File: src/sv/capf_pkg.sv
// ============================================================================
// capf_pkg
// Shared types and constants for the circular aperture flux block.
// ============================================================================
package capf_pkg;

  localparam int COORD_BITS = 12;
  localparam int FRAC_BITS  = 8;
  localparam int POS_BITS   = COORD_BITS + FRAC_BITS;
  localparam int SQ_BITS    = 2 * POS_BITS;
  localparam int DIM_BITS   = 13;
  localparam int CFG_BITS   = 20;
  localparam int IDX_BITS   = 3;
  localparam int VAL_BITS   = 24;
  localparam int ERR_BITS   = 16;
  localparam int ESQ_IN_BITS = 2 * ERR_BITS;
  localparam int FLUX_BITS  = 48;
  localparam int CNT_BITS   = 25;
  localparam int ESQ_BITS   = 56;
  localparam int ROOT_BITS  = ESQ_BITS / 2;
  localparam int REM_BITS   = ROOT_BITS + 4;
  localparam int ROOT_STEPS = ROOT_BITS;
  localparam int STEP_BITS  = $clog2(ROOT_STEPS);

  // Configuration register indexes.
  localparam logic [IDX_BITS-1:0] CFG_CENTER_X     = 3'd0;
  localparam logic [IDX_BITS-1:0] CFG_CENTER_Y     = 3'd1;
  localparam logic [IDX_BITS-1:0] CFG_RADIUS       = 3'd2;
  localparam logic [IDX_BITS-1:0] CFG_IMAGE_WIDTH  = 3'd3;
  localparam logic [IDX_BITS-1:0] CFG_IMAGE_HEIGHT = 3'd4;

  localparam logic [DIM_BITS-1:0] DIM_RESET = 13'd4096;

  typedef struct packed {
    logic [COORD_BITS-1:0]      column;
    logic [COORD_BITS-1:0]      row;
    logic signed [VAL_BITS-1:0] pixel_value;
    logic [ERR_BITS-1:0]        pixel_error;
    logic                       last_pixel;
  } capf_in_t;

  typedef struct packed {
    logic signed [FLUX_BITS-1:0] flux_sum;
    logic [CNT_BITS-1:0]         pixel_count;
    logic [ROOT_BITS-1:0]        error_flux;
  } capf_out_t;

  // Commands from the controller to the datapath.
  typedef struct packed {
    logic accept;
    logic root_step;
  } capf_cmd_t;

  // Status from the datapath to the controller.
  typedef struct packed {
    logic snap;
  } capf_sts_t;

endpackage

File: src/sv/capf_dp.sv
// ============================================================================
// capf_dp
// Datapath: configuration registers, aperture test pipeline, accumulators
// and a digit-by-digit square root unit.
// ============================================================================
module capf_dp import capf_pkg::*; (
  input  logic                 clk,
  input  logic                 rst_n,
  input  capf_in_t             in_data,
  input  logic                 cfg_we,
  input  logic [IDX_BITS-1:0]  cfg_index,
  input  logic [CFG_BITS-1:0]  cfg_wdata,
  input  capf_cmd_t            cmd,
  output capf_sts_t            sts,
  output capf_out_t            out_data
);

  logic [POS_BITS-1:0]  cx_r, cy_r, radius_r;
  logic [DIM_BITS-1:0]  width_r, height_r;
  logic [SQ_BITS-1:0]   rsq_r;

  logic                 s1_vld_r, s1_in_r, s1_last_r;
  logic [POS_BITS-1:0]  s1_dx_r, s1_dy_r;
  logic [VAL_BITS-1:0]  s1_val_r;
  logic [ERR_BITS-1:0]  s1_err_r;

  logic                 s2_vld_r, s2_in_r, s2_last_r;
  logic [SQ_BITS-1:0]   s2_dxsq_r, s2_dysq_r;
  logic [VAL_BITS-1:0]  s2_val_r;
  logic [ESQ_IN_BITS-1:0] s2_esq_r;

  logic [FLUX_BITS-1:0] flux_acc_r, flux_acc_nxt, flux_inc;
  logic [CNT_BITS-1:0]  cnt_acc_r, cnt_acc_nxt, cnt_inc;
  logic [ESQ_BITS-1:0]  esq_acc_r, esq_acc_nxt, esq_inc;

  logic [FLUX_BITS-1:0] flux_out_r;
  logic [CNT_BITS-1:0]  cnt_out_r;
  logic [ESQ_BITS-1:0]  rad_sh_r, rad_sh_nxt;
  logic [REM_BITS-1:0]  rem_r, rem_nxt, rem_sh, trial;
  logic [ROOT_BITS-1:0] root_r, root_nxt;

  logic [POS_BITS-1:0]  pos_x, pos_y, dx, dy;
  logic                 in_img;
  logic [SQ_BITS:0]     dist_sq;
  logic                 hit, snap, ge;

  // Configuration registers.
  always_ff @(posedge clk) begin
    if (!rst_n) begin
      cx_r     <= '0;
      cy_r     <= '0;
      radius_r <= '0;
      width_r  <= DIM_RESET;
      height_r <= DIM_RESET;
    end else if (cfg_we) begin
      case (cfg_index)
        CFG_CENTER_X:     cx_r     <= cfg_wdata[POS_BITS-1:0];
        CFG_CENTER_Y:     cy_r     <= cfg_wdata[POS_BITS-1:0];
        CFG_RADIUS:       radius_r <= cfg_wdata[POS_BITS-1:0];
        CFG_IMAGE_WIDTH:  width_r  <= cfg_wdata[DIM_BITS-1:0];
        CFG_IMAGE_HEIGHT: height_r <= cfg_wdata[DIM_BITS-1:0];
        default: ;
      endcase
    end
  end

  always_ff @(posedge clk) begin
    rsq_r <= SQ_BITS'(radius_r) * SQ_BITS'(radius_r);
  end

  // Stage 1: distances from the centre and the image bounds test.
  always_comb begin
    pos_x  = POS_BITS'(in_data.column) << FRAC_BITS;
    pos_y  = POS_BITS'(in_data.row) << FRAC_BITS;
    dx     = (pos_x >= cx_r) ? (pos_x - cx_r) : (cx_r - pos_x);
    dy     = (pos_y >= cy_r) ? (pos_y - cy_r) : (cy_r - pos_y);
    in_img = (DIM_BITS'(in_data.column) < width_r) &&
             (DIM_BITS'(in_data.row) < height_r);
  end

  always_ff @(posedge clk) begin
    if (!rst_n) begin
      s1_vld_r <= 1'b0;
      s2_vld_r <= 1'b0;
    end else begin
      s1_vld_r <= cmd.accept;
      s2_vld_r <= s1_vld_r;
    end
  end

  always_ff @(posedge clk) begin
    s1_dx_r   <= dx;
    s1_dy_r   <= dy;
    s1_in_r   <= in_img;
    s1_last_r <= in_data.last_pixel;
    s1_val_r  <= in_data.pixel_value;
    s1_err_r  <= in_data.pixel_error;
    // Stage 2: squares.
    s2_dxsq_r <= SQ_BITS'(s1_dx_r) * SQ_BITS'(s1_dx_r);
    s2_dysq_r <= SQ_BITS'(s1_dy_r) * SQ_BITS'(s1_dy_r);
    s2_esq_r  <= ESQ_IN_BITS'(s1_err_r) * ESQ_IN_BITS'(s1_err_r);
    s2_in_r   <= s1_in_r;
    s2_last_r <= s1_last_r;
    s2_val_r  <= s1_val_r;
  end

  // Stage 3: radius compare and accumulation.
  always_comb begin
    dist_sq  = {1'b0, s2_dxsq_r} + {1'b0, s2_dysq_r};
    hit      = s2_in_r && (dist_sq <= {1'b0, rsq_r});
    snap     = s2_vld_r && s2_last_r;
    flux_inc = flux_acc_r;
    cnt_inc  = cnt_acc_r;
    esq_inc  = esq_acc_r;
    if (hit) begin
      flux_inc = flux_acc_r +
                 {{(FLUX_BITS-VAL_BITS){s2_val_r[VAL_BITS-1]}}, s2_val_r};
      cnt_inc  = cnt_acc_r + CNT_BITS'(1);
      esq_inc  = esq_acc_r + ESQ_BITS'(s2_esq_r);
    end
    if (snap) begin
      flux_acc_nxt = '0;
      cnt_acc_nxt  = '0;
      esq_acc_nxt  = '0;
    end else if (s2_vld_r) begin
      flux_acc_nxt = flux_inc;
      cnt_acc_nxt  = cnt_inc;
      esq_acc_nxt  = esq_inc;
    end else begin
      flux_acc_nxt = flux_acc_r;
      cnt_acc_nxt  = cnt_acc_r;
      esq_acc_nxt  = esq_acc_r;
    end
  end

  always_ff @(posedge clk) begin
    if (!rst_n) begin
      flux_acc_r <= '0;
      cnt_acc_r  <= '0;
      esq_acc_r  <= '0;
    end else begin
      flux_acc_r <= flux_acc_nxt;
      cnt_acc_r  <= cnt_acc_nxt;
      esq_acc_r  <= esq_acc_nxt;
    end
  end

  // Square root: two radicand bits per step, one result bit per step.
  always_comb begin
    rem_sh     = {rem_r[REM_BITS-3:0], rad_sh_r[ESQ_BITS-1 -: 2]};
    trial      = REM_BITS'({root_r, 2'b01});
    ge         = (rem_sh >= trial);
    rem_nxt    = ge ? (rem_sh - trial) : rem_sh;
    root_nxt   = {root_r[ROOT_BITS-2:0], ge};
    rad_sh_nxt = rad_sh_r << 2;
  end

  always_ff @(posedge clk) begin
    if (snap) begin
      flux_out_r <= flux_inc;
      cnt_out_r  <= cnt_inc;
      rad_sh_r   <= esq_inc;
      rem_r      <= '0;
      root_r     <= '0;
    end else if (cmd.root_step) begin
      rad_sh_r <= rad_sh_nxt;
      rem_r    <= rem_nxt;
      root_r   <= root_nxt;
    end
  end

  assign sts.snap             = snap;
  assign out_data.flux_sum    = flux_out_r;
  assign out_data.pixel_count = cnt_out_r;
  assign out_data.error_flux  = root_r;

endmodule

File: src/sv/capf_ctrl.sv
// ============================================================================
// capf_ctrl
// Controller: accepts items, waits for the frame's last item to reach the
// accumulators, sequences the square root and raises the result strobe.
// ============================================================================
module capf_ctrl import capf_pkg::*; (
  input  logic       clk,
  input  logic       rst_n,
  input  logic       start,
  input  logic       last_pixel,
  input  capf_sts_t  sts,
  output capf_cmd_t  cmd,
  output logic       busy,
  output logic       out_valid
);

  localparam logic [1:0] ST_RUN  = 2'd0;
  localparam logic [1:0] ST_WAIT = 2'd1;
  localparam logic [1:0] ST_ROOT = 2'd2;

  logic [1:0]           state_r, state_nxt;
  logic [STEP_BITS-1:0] step_r, step_nxt;
  logic                 out_valid_r, out_valid_nxt;

  always_comb begin
    state_nxt     = state_r;
    step_nxt      = step_r;
    out_valid_nxt = 1'b0;
    cmd.accept    = 1'b0;
    cmd.root_step = 1'b0;
    case (state_r)
      ST_RUN: begin
        cmd.accept = start;
        if (start && last_pixel) begin
          state_nxt = ST_WAIT;
        end
      end
      ST_WAIT: begin
        if (sts.snap) begin
          state_nxt = ST_ROOT;
          step_nxt  = '0;
        end
      end
      ST_ROOT: begin
        cmd.root_step = 1'b1;
        step_nxt      = step_r + STEP_BITS'(1);
        if (step_r == STEP_BITS'(ROOT_STEPS - 1)) begin
          state_nxt     = ST_RUN;
          out_valid_nxt = 1'b1;
        end
      end
      default: begin
        state_nxt = ST_RUN;
      end
    endcase
  end

  always_ff @(posedge clk) begin
    if (!rst_n) begin
      state_r     <= ST_RUN;
      step_r      <= '0;
      out_valid_r <= 1'b0;
    end else begin
      state_r     <= state_nxt;
      step_r      <= step_nxt;
      out_valid_r <= out_valid_nxt;
    end
  end

  assign busy      = (state_r != ST_RUN);
  assign out_valid = out_valid_r;

endmodule

File: src/sv/circular_aperture_flux_with_error.sv
// ============================================================================
// circular_aperture_flux_with_error
// Circular aperture photometry over a pixel stream, with error propagation.
// ============================================================================
// How to use this block:
// Pixels enter on in_data; an item is taken at a rising edge where start is
// high and busy is low. A pixel counts when it lies inside the image and its
// integer position is within the configured radius of the configured center
// (all three in fixed point with eight fraction bits). Counted pixels add to
// a flux sum, a pixel count and a sum of squared errors.
// Pixels that are not the last of a frame are taken one per cycle, with no
// gaps. The item marked last_pixel makes busy rise; the result appears on
// out_data with out_valid high for exactly one cycle, and busy falls in that
// same cycle. The wait is set by a three-stage compare and accumulate
// pipeline followed by a square root unit that resolves one result bit per
// cycle until the whole root is found.
// The receiver cannot stall: the result must be captured in its strobe cycle.
// Configuration registers are written through cfg_we, cfg_index and
// cfg_wdata by the user while the block is idle; the block does not enforce
// this. Writes to unused indexes are dropped. Reset sets the center and
// radius to zero, the image size to 4096 by 4096 and clears all accumulators.
// ============================================================================
module circular_aperture_flux_with_error import capf_pkg::*; (
  input  logic                clk,
  input  logic                rst_n,
  input  logic                start,
  output logic                busy,
  input  capf_in_t            in_data,
  output logic                out_valid,
  output capf_out_t           out_data,
  input  logic                cfg_we,
  input  logic [IDX_BITS-1:0] cfg_index,
  input  logic [CFG_BITS-1:0] cfg_wdata
);

  // Commands and status between the sequencer and the arithmetic.
  capf_cmd_t cmd;
  capf_sts_t sts;

  // The controller owns the handshake and the square root step count.
  capf_ctrl u_ctrl (
    .clk        (clk),
    .rst_n      (rst_n),
    .start      (start),
    .last_pixel (in_data.last_pixel),
    .sts        (sts),
    .cmd        (cmd),
    .busy       (busy),
    .out_valid  (out_valid)
  );

  // The datapath holds configuration, the pipeline, the sums and the root.
  capf_dp u_dp (
    .clk       (clk),
    .rst_n     (rst_n),
    .in_data   (in_data),
    .cfg_we    (cfg_we),
    .cfg_index (cfg_index),
    .cfg_wdata (cfg_wdata),
    .cmd       (cmd),
    .sts       (sts),
    .out_data  (out_data)
  );

endmodule

File: config.mk
export PLATFORM = sky130hd
export DESIGN_NAME = circular_aperture_flux_with_error
export DESIGN_NICKNAME = d
export VERILOG_FILES = /design/src/sv/capf_pkg.sv /design/src/sv/capf_dp.sv /design/src/sv/capf_ctrl.sv /design/src/sv/circular_aperture_flux_with_error.sv
export SDC_FILE = /design/constraint.sdc
export NUM_CORES = 2
export LEC_CHECK = 0
export BUFFER_PORTS_ARGS = -buffer_cell sky130_fd_sc_hd__buf_2
export CORE_MARGIN = 2
export CORE_UTILIZATION = 36
export CTS_CLUSTER_SIZE = 28
export DETAILED_ROUTE_END_ITERATION = 10
export HOLD_SLACK_MARGIN = 0.05
export PLACE_DENSITY_LB_ADDON = 0.08
export SYNTH_ARGS = -nofsm -noshare
export SYNTH_HDL_FRONTEND = slang
export SYNTH_SLANG_ARGS = --single-unit
File: constraint.sdc
create_clock -name clk -period 7.9 [get_ports clk]
set_input_delay 1.185 -clock clk [delete_from_list [all_inputs] [get_ports clk]]
set_output_delay 1.185 -clock clk [all_outputs]
set_load 0.02 [all_outputs]
* After elaboration in Yosys (flattened, before gate mapping)
Cells that the tools add are included.
Word-level totals: bits of input ports 92, output and inout port bits 103, logic and storage cells 97, register bits 672
Cells by class: multipliers 4, multiplexer cells 16, reduce and logical (&&, ||, !) cells 19, equality and inequality tests 10, add/sub/neg operators 10, bitwise logic cells 1, order comparisons 6
Operator list (count):
- $mux 56 | 3
- $mul 20x20->40 | 3
- $sub 20x20->20 | 4
- $add 56x32->56 | 1
- $add 48x48->48 | 1
- $mux 48 | 1
- $add 40x40->41 | 1
- $le 41x40->1 | 1
- $ge 20x20->1 | 2
- $mux 20 | 2
- $ge 32x30->1 | 1
- $mul 16x16->32 | 1
- $mux 30 | 1
- $sub 30x30->30 | 1
- $lt 12x13->1 | 2
- $add 25x1->25 const B | 1
- $mux 25 | 1
- $reduce_and 2->1 | 8
- $pmux 5 s2 | 1
- $eq 3x2->1 const B | 2
- $mux 2 | 3
- $pmux 2 s3 | 1
- $reduce_bool 2->1 | 3
- $add 5x1->5 const B | 1
- 15 further kinds | 20

* Logic depth before layout (Yosys ltp)
depth after elaboration 5, gate-level depth with buffers 30, depth with buffers taken out 28

* Modules after synthesis
A second synthesis with hierarchy kept.
Second synthesis, totals: cells, all modules 8308, area, all modules 75243.4 um^2
By module, submodules not included:
- capf_dp | seq. area each 14503.9 um^2, area an instance 74876.8 um^2, instances 1, cells each 8268
- capf_ctrl | seq. area each 160.2 um^2, area an instance 366.6 um^2, instances 1, cells each 40

* Least setup slack after synthesis
No wires, ideal clock.
path kind register -> register, from reg u_dp.s1_dx_r[8], to reg u_dp.s2_dxsq_r[38], period minus slack after synthesis 7315 ps, required time 7826 ps, cell stages (with the launch flop) 29, arrival time 7241 ps, buffers on the path 2, setup time 74 ps, path slack 585 ps, cells stage by stage dfxtp_1 -> clkbuf_1 -> clkbuf_1 -> nand2_1 -> fa_1 -> inv_1 -> fa_1 -> inv_1 -> fa_1 -> inv_1 -> fa_1 -> inv_1 -> fa_1 -> inv_1 -> fa_1 -> inv_1 -> fa_1 -> inv_1 -> ha_1 -> a21o_1 -> a21o_1 -> a221oi_1 -> o31ai_1 -> o31ai_1 -> a31oi_1 -> a41o_1 -> o21ai_0 -> a21oi_1 -> a31oi_1
Between the ends: longest elaborated chain between the ends 1
RTL lines:
- start: declaration | RTL line capf_dp.sv:23 | logic [POS_BITS-1:0] s1_dx_r, s1_dy_r;
- start signal: assignment | RTL line capf_dp.sv:92 | s1_dx_r <= dx;
- $mul 20x20->40 | RTL line capf_dp.sv:99 | s2_dxsq_r <= SQ_BITS'(s1_dx_r) * SQ_BITS'(s1_dx_r);
- end signal: assignment | RTL line capf_dp.sv:99
- end: declaration | RTL line capf_dp.sv:28 | logic [SQ_BITS-1:0] s2_dxsq_r, s2_dysq_r;
No other way between the ends. A chain may end at the register's enable or synchronous reset.

* Worst setup path in the final report
from reg u_dp.s1_dx_r[10], to reg u_dp.s2_dxsq_r[39]
Same word-level chain as after synthesis.

==> impl_results.md <==
* Grt ovf at 0
* Synth Area in Simple Gates at between 10% and 20%
* Top FF cell, synth: dfxtp_1
* Post-route ant nets at 0
* Initial DRC count at around 2,500
* Hold Path Sink: u_dp.s2_val_r[4]$_DFF_P_
* Crit path max-delay family: adder cells
* Post-CTS Setup Bufs at 0
* Die ar. at approximately 0.21 mm2
* Via count at 53,500
* Syn-to-layout area delta at 9.72%
* Max Root-Sink Buffers at 3
* Worst skew pair latency at about 0.73 ns
* RePlAce Congestion at approximately 0.85
* Antenna violations before repair at 20
* RSZ-0062 raised after global routing: false
* Setup tns final at 0 ns
* Mean post-synth cell area at approximately 9.1 um2
* Worst-Margin Slew at between 1 and 1.5 ns
* Final core occ at between 30% and 40%
* Yosys cell types at 91
* Crit-path cells: buf_4 -> and2_1 -> inv_1 -> fa_1 -> fa_1 -> fa_1 -> inv_1 -> fa_1 -> fa_1 -> fa_1 -> fa_1 -> ha_1 -> nand4_1 -> nor3_1 -> inv_1 -> a211oi_1 -> o21bai_1 -> a31oi_1 -> a41oi_1 -> o21ai_1 -> a21boi_0 -> o21bai_1 -> xnor2_1
* Max-cap violations at 0
* WP data required at 8.55 ns
* Crit path kind: reg2reg
* Total routed wirelength at roughly 200,000 um
* Most frequent CP cell: fa_1
* CTS clk-pin slew, worst paths at approximately 0.06 ns
* Floorplan core area at 0.205 mm2
* Sinks on Clock Net at 668
* Worst Path Buf+Inv at 4
* Hold_sp: u_dp.s1_val_r[4]$_DFF_P_
* Crit path capture type: flip-flop
* Final #Nets at approximately 10,000
* #FFs+latches synth at about 670
* Number of buffers created by CTS at 86
* Sequential fraction of the synthesis area at approximately a fifth
* Post-synthesis compound-gate area fraction at between 10% and 20%
* TritonCTS clock tree: done
* Fin crit period at 7.57 ns
* Worst reg-to-reg path cell count at 23
* Asr flop ratio synth at 0%
* Synth Warn # at 0
* Placed insts at 10,900
* I/O Buffers at 194
* Max stage delay cell, worst path: fa_1
* Post-synthesis adder-cell area fraction at between 40% and 50%
* XOR/XNOR Fraction of Synth Area at 5.43%
* Htree depth at 3
* Vias per cell at 4.85
* Vias in the first global route at around 57,000
* Hold slack final at approximately 0.32 ns
* Non-Filler Instances at roughly 11,000
* Fmax at 132 MHz
* Relative slew slack at between 30% and 40%
* I/O pins at around 200
* Total track usage at between 10% and 20%
* Mux cell area share after synthesis at about 1.3%
* R2R setup slack at between 0.3 and 0.4 ns
* Final slew viol count at 0
* Top post-synthesis cells by area: fa_1, dfxtp_1, ha_1
* Run status: complete, no violations
* Finish-stage setup viols at 0
* Fin. Hold Viols at 0
* Clk_skew at 0.0327 ns
* Synth area leader: fa_1
* Min-Delay Path Class: reg2reg
* Fraction of layout cells with a size suffix above 1 at under 10%
* Final Cycle Share at between 90% and 100%
* Commonest cells after routing, fill and taps aside: inv_1, fa_1, nand2_1, ha_1, dfxtp_1
* Reg2reg start: u_dp.s1_dx_r[10]$_DFF_P_
* Hold Crit Depth at 0
* DIE WIDTH at around 460 um
* FP Rows at roughly 170
* Avg WL per Cell at 18.1 um
* Synth top area share at 27.0%
* Initial Util at between 30% and 40%
* DRC at 0
* Cells after synthesis at 8,149
* First-pass DRT Iterations at 6
* Critical Path Fanout Max at 14
* Crit. path cell count at 23
* Hpwl dp at approximately 160,000 um
* Syn nets at just over 10,000
* Startpoint Class: flip-flop
* Max stage delay on crit path at around 0.55 ns
* Main combinational cell family by area after synthesis: adder cells
* Mapped Area at around 0.074 mm2
* Most common cell after layout, fill and taps aside: inv_1
* Post-synth EDFFs at about 130
* CTS Hold Buffers Added at 0
* Die Height at 458 um
* Pin count of the biggest net entering global routing at 97
* WP data arrival at 8.23 ns
* Clk root buf: clkbuf_16
* Worst r2r dst: u_dp.s2_dxsq_r[39]$_DFF_P_
* First-pass GRT wire length at between 300,000 and 400,000 um
-- flip-flops by register name, summed over array words and instances, names as in the netlist, 25 cells and up --
register and count:
u_dp.rad_sh_r 56, u_dp.s2_dxsq_r 39, u_dp.s2_esq_r 31, u_dp.flux_acc_r 48
u_dp.s2_dysq_r 39, u_dp.cnt_out_r 25, u_dp.rem_r 30, u_dp.root_r 28
u_dp.rsq_r 39, u_dp.cnt_acc_r 25, u_dp.flux_out_r 48, u_dp.esq_acc_r 56
-- layout make-up --
type	instances	area, um2
Inverter	1530	5750
Clock inverter	32	419
Sequential cell	668	14700
Timing Repair Buffer	307	1840
Clock buffer	126	2590
Fill cell	20700	123000
Tap cell	2688	3360
Antenna cell	3	7.51
Multi-Input combinational cell	5669	52800
-- through the flow --
stage	setup slack [ns]	instance area, um2
floorplan	0.585	74300
global placement	0.194	78400
detailed placement	0.0958	78400
CTS	0.0667	81400
global route	0.00412	81500
finish	0.327	81500
-- synthesized netlist by cell type (20+ instances only) --
master / n
a211oi_1: 45
a21boi_0: 88
a21o_1: 219
a21oi_1: 377
a31oi_1: 40
and2_1: 271
and3_1: 55
clkbuf_1: 249
dfxtp_1: 539
edfxtp_1: 129
fa_1: 1002
ha_1: 816
inv_1: 1529
mux2_2: 45
mux2i_1: 46
nand2_1: 931
nand2b_1: 36
nand3_1: 112
nand4_1: 62
nor2_1: 387
nor2b_1: 43
nor3_1: 73
o21a_1: 48
o21ai_0: 202
o21bai_1: 50
o31ai_1: 24
or2_2: 24
or3_1: 20
xnor2_1: 281
xor2_1: 179
-- what timing repair did --
action,CTS,global route
endpoints found under the setup margin,0,19
gates resized for setup,0,16
endpoints found under the hold margin,0,0
-- routing by layer --
| metal | share of wire, % | global-route usage [%] | vias up |
|---|---|---|---|
| met2 | 48 | 33.0 | 772 |
| met3 | 3.4 | 2.13 | 225 |
| li1 | - | - | 26200 |
| met5 | 0.0065 | 0 | - |
| met1 | 46 | 25.8 | 26300 |
| met4 | 2.7 | 5.48 | 2 |
-- worst max path at each step --
stage | slack (ns) | end | startpoint
global placement | 0.19 | u_dp.rsq_r[36]$_DFF_P_ | u_dp.radius_r[6]$_SDFFE_PN0P_
global route | 0.004 | u_dp.s2_dxsq_r[39]$_DFF_P_ | u_dp.s1_dx_r[10]$_DFF_P_
detailed placement | 0.1 | u_dp.s2_dxsq_r[39]$_DFF_P_ | u_dp.s1_dx_r[3]$_DFF_P_
floorplan | 0.59 | u_dp.s2_dxsq_r[38]$_DFF_P_ | u_dp.s1_dx_r[8]$_DFF_P_
CTS | 0.07 | u_dp.s2_dxsq_r[39]$_DFF_P_ | u_dp.s1_dx_r[3]$_DFF_P_
finish | 0.33 | u_dp.s2_dxsq_r[39]$_DFF_P_ | u_dp.s1_dx_r[10]$_DFF_P_
-- logic make-up after synthesis --
family,Yosys count
flops,668
xor+xnor,460
buf+inv,1812
fa+ha+maj,1819
compound gates,1227
simple gates,2072
mux,91
Power is left out: the tool's default activity adds up to more than one toggle a clock period on the data nets, which glitch-free logic cannot reach.
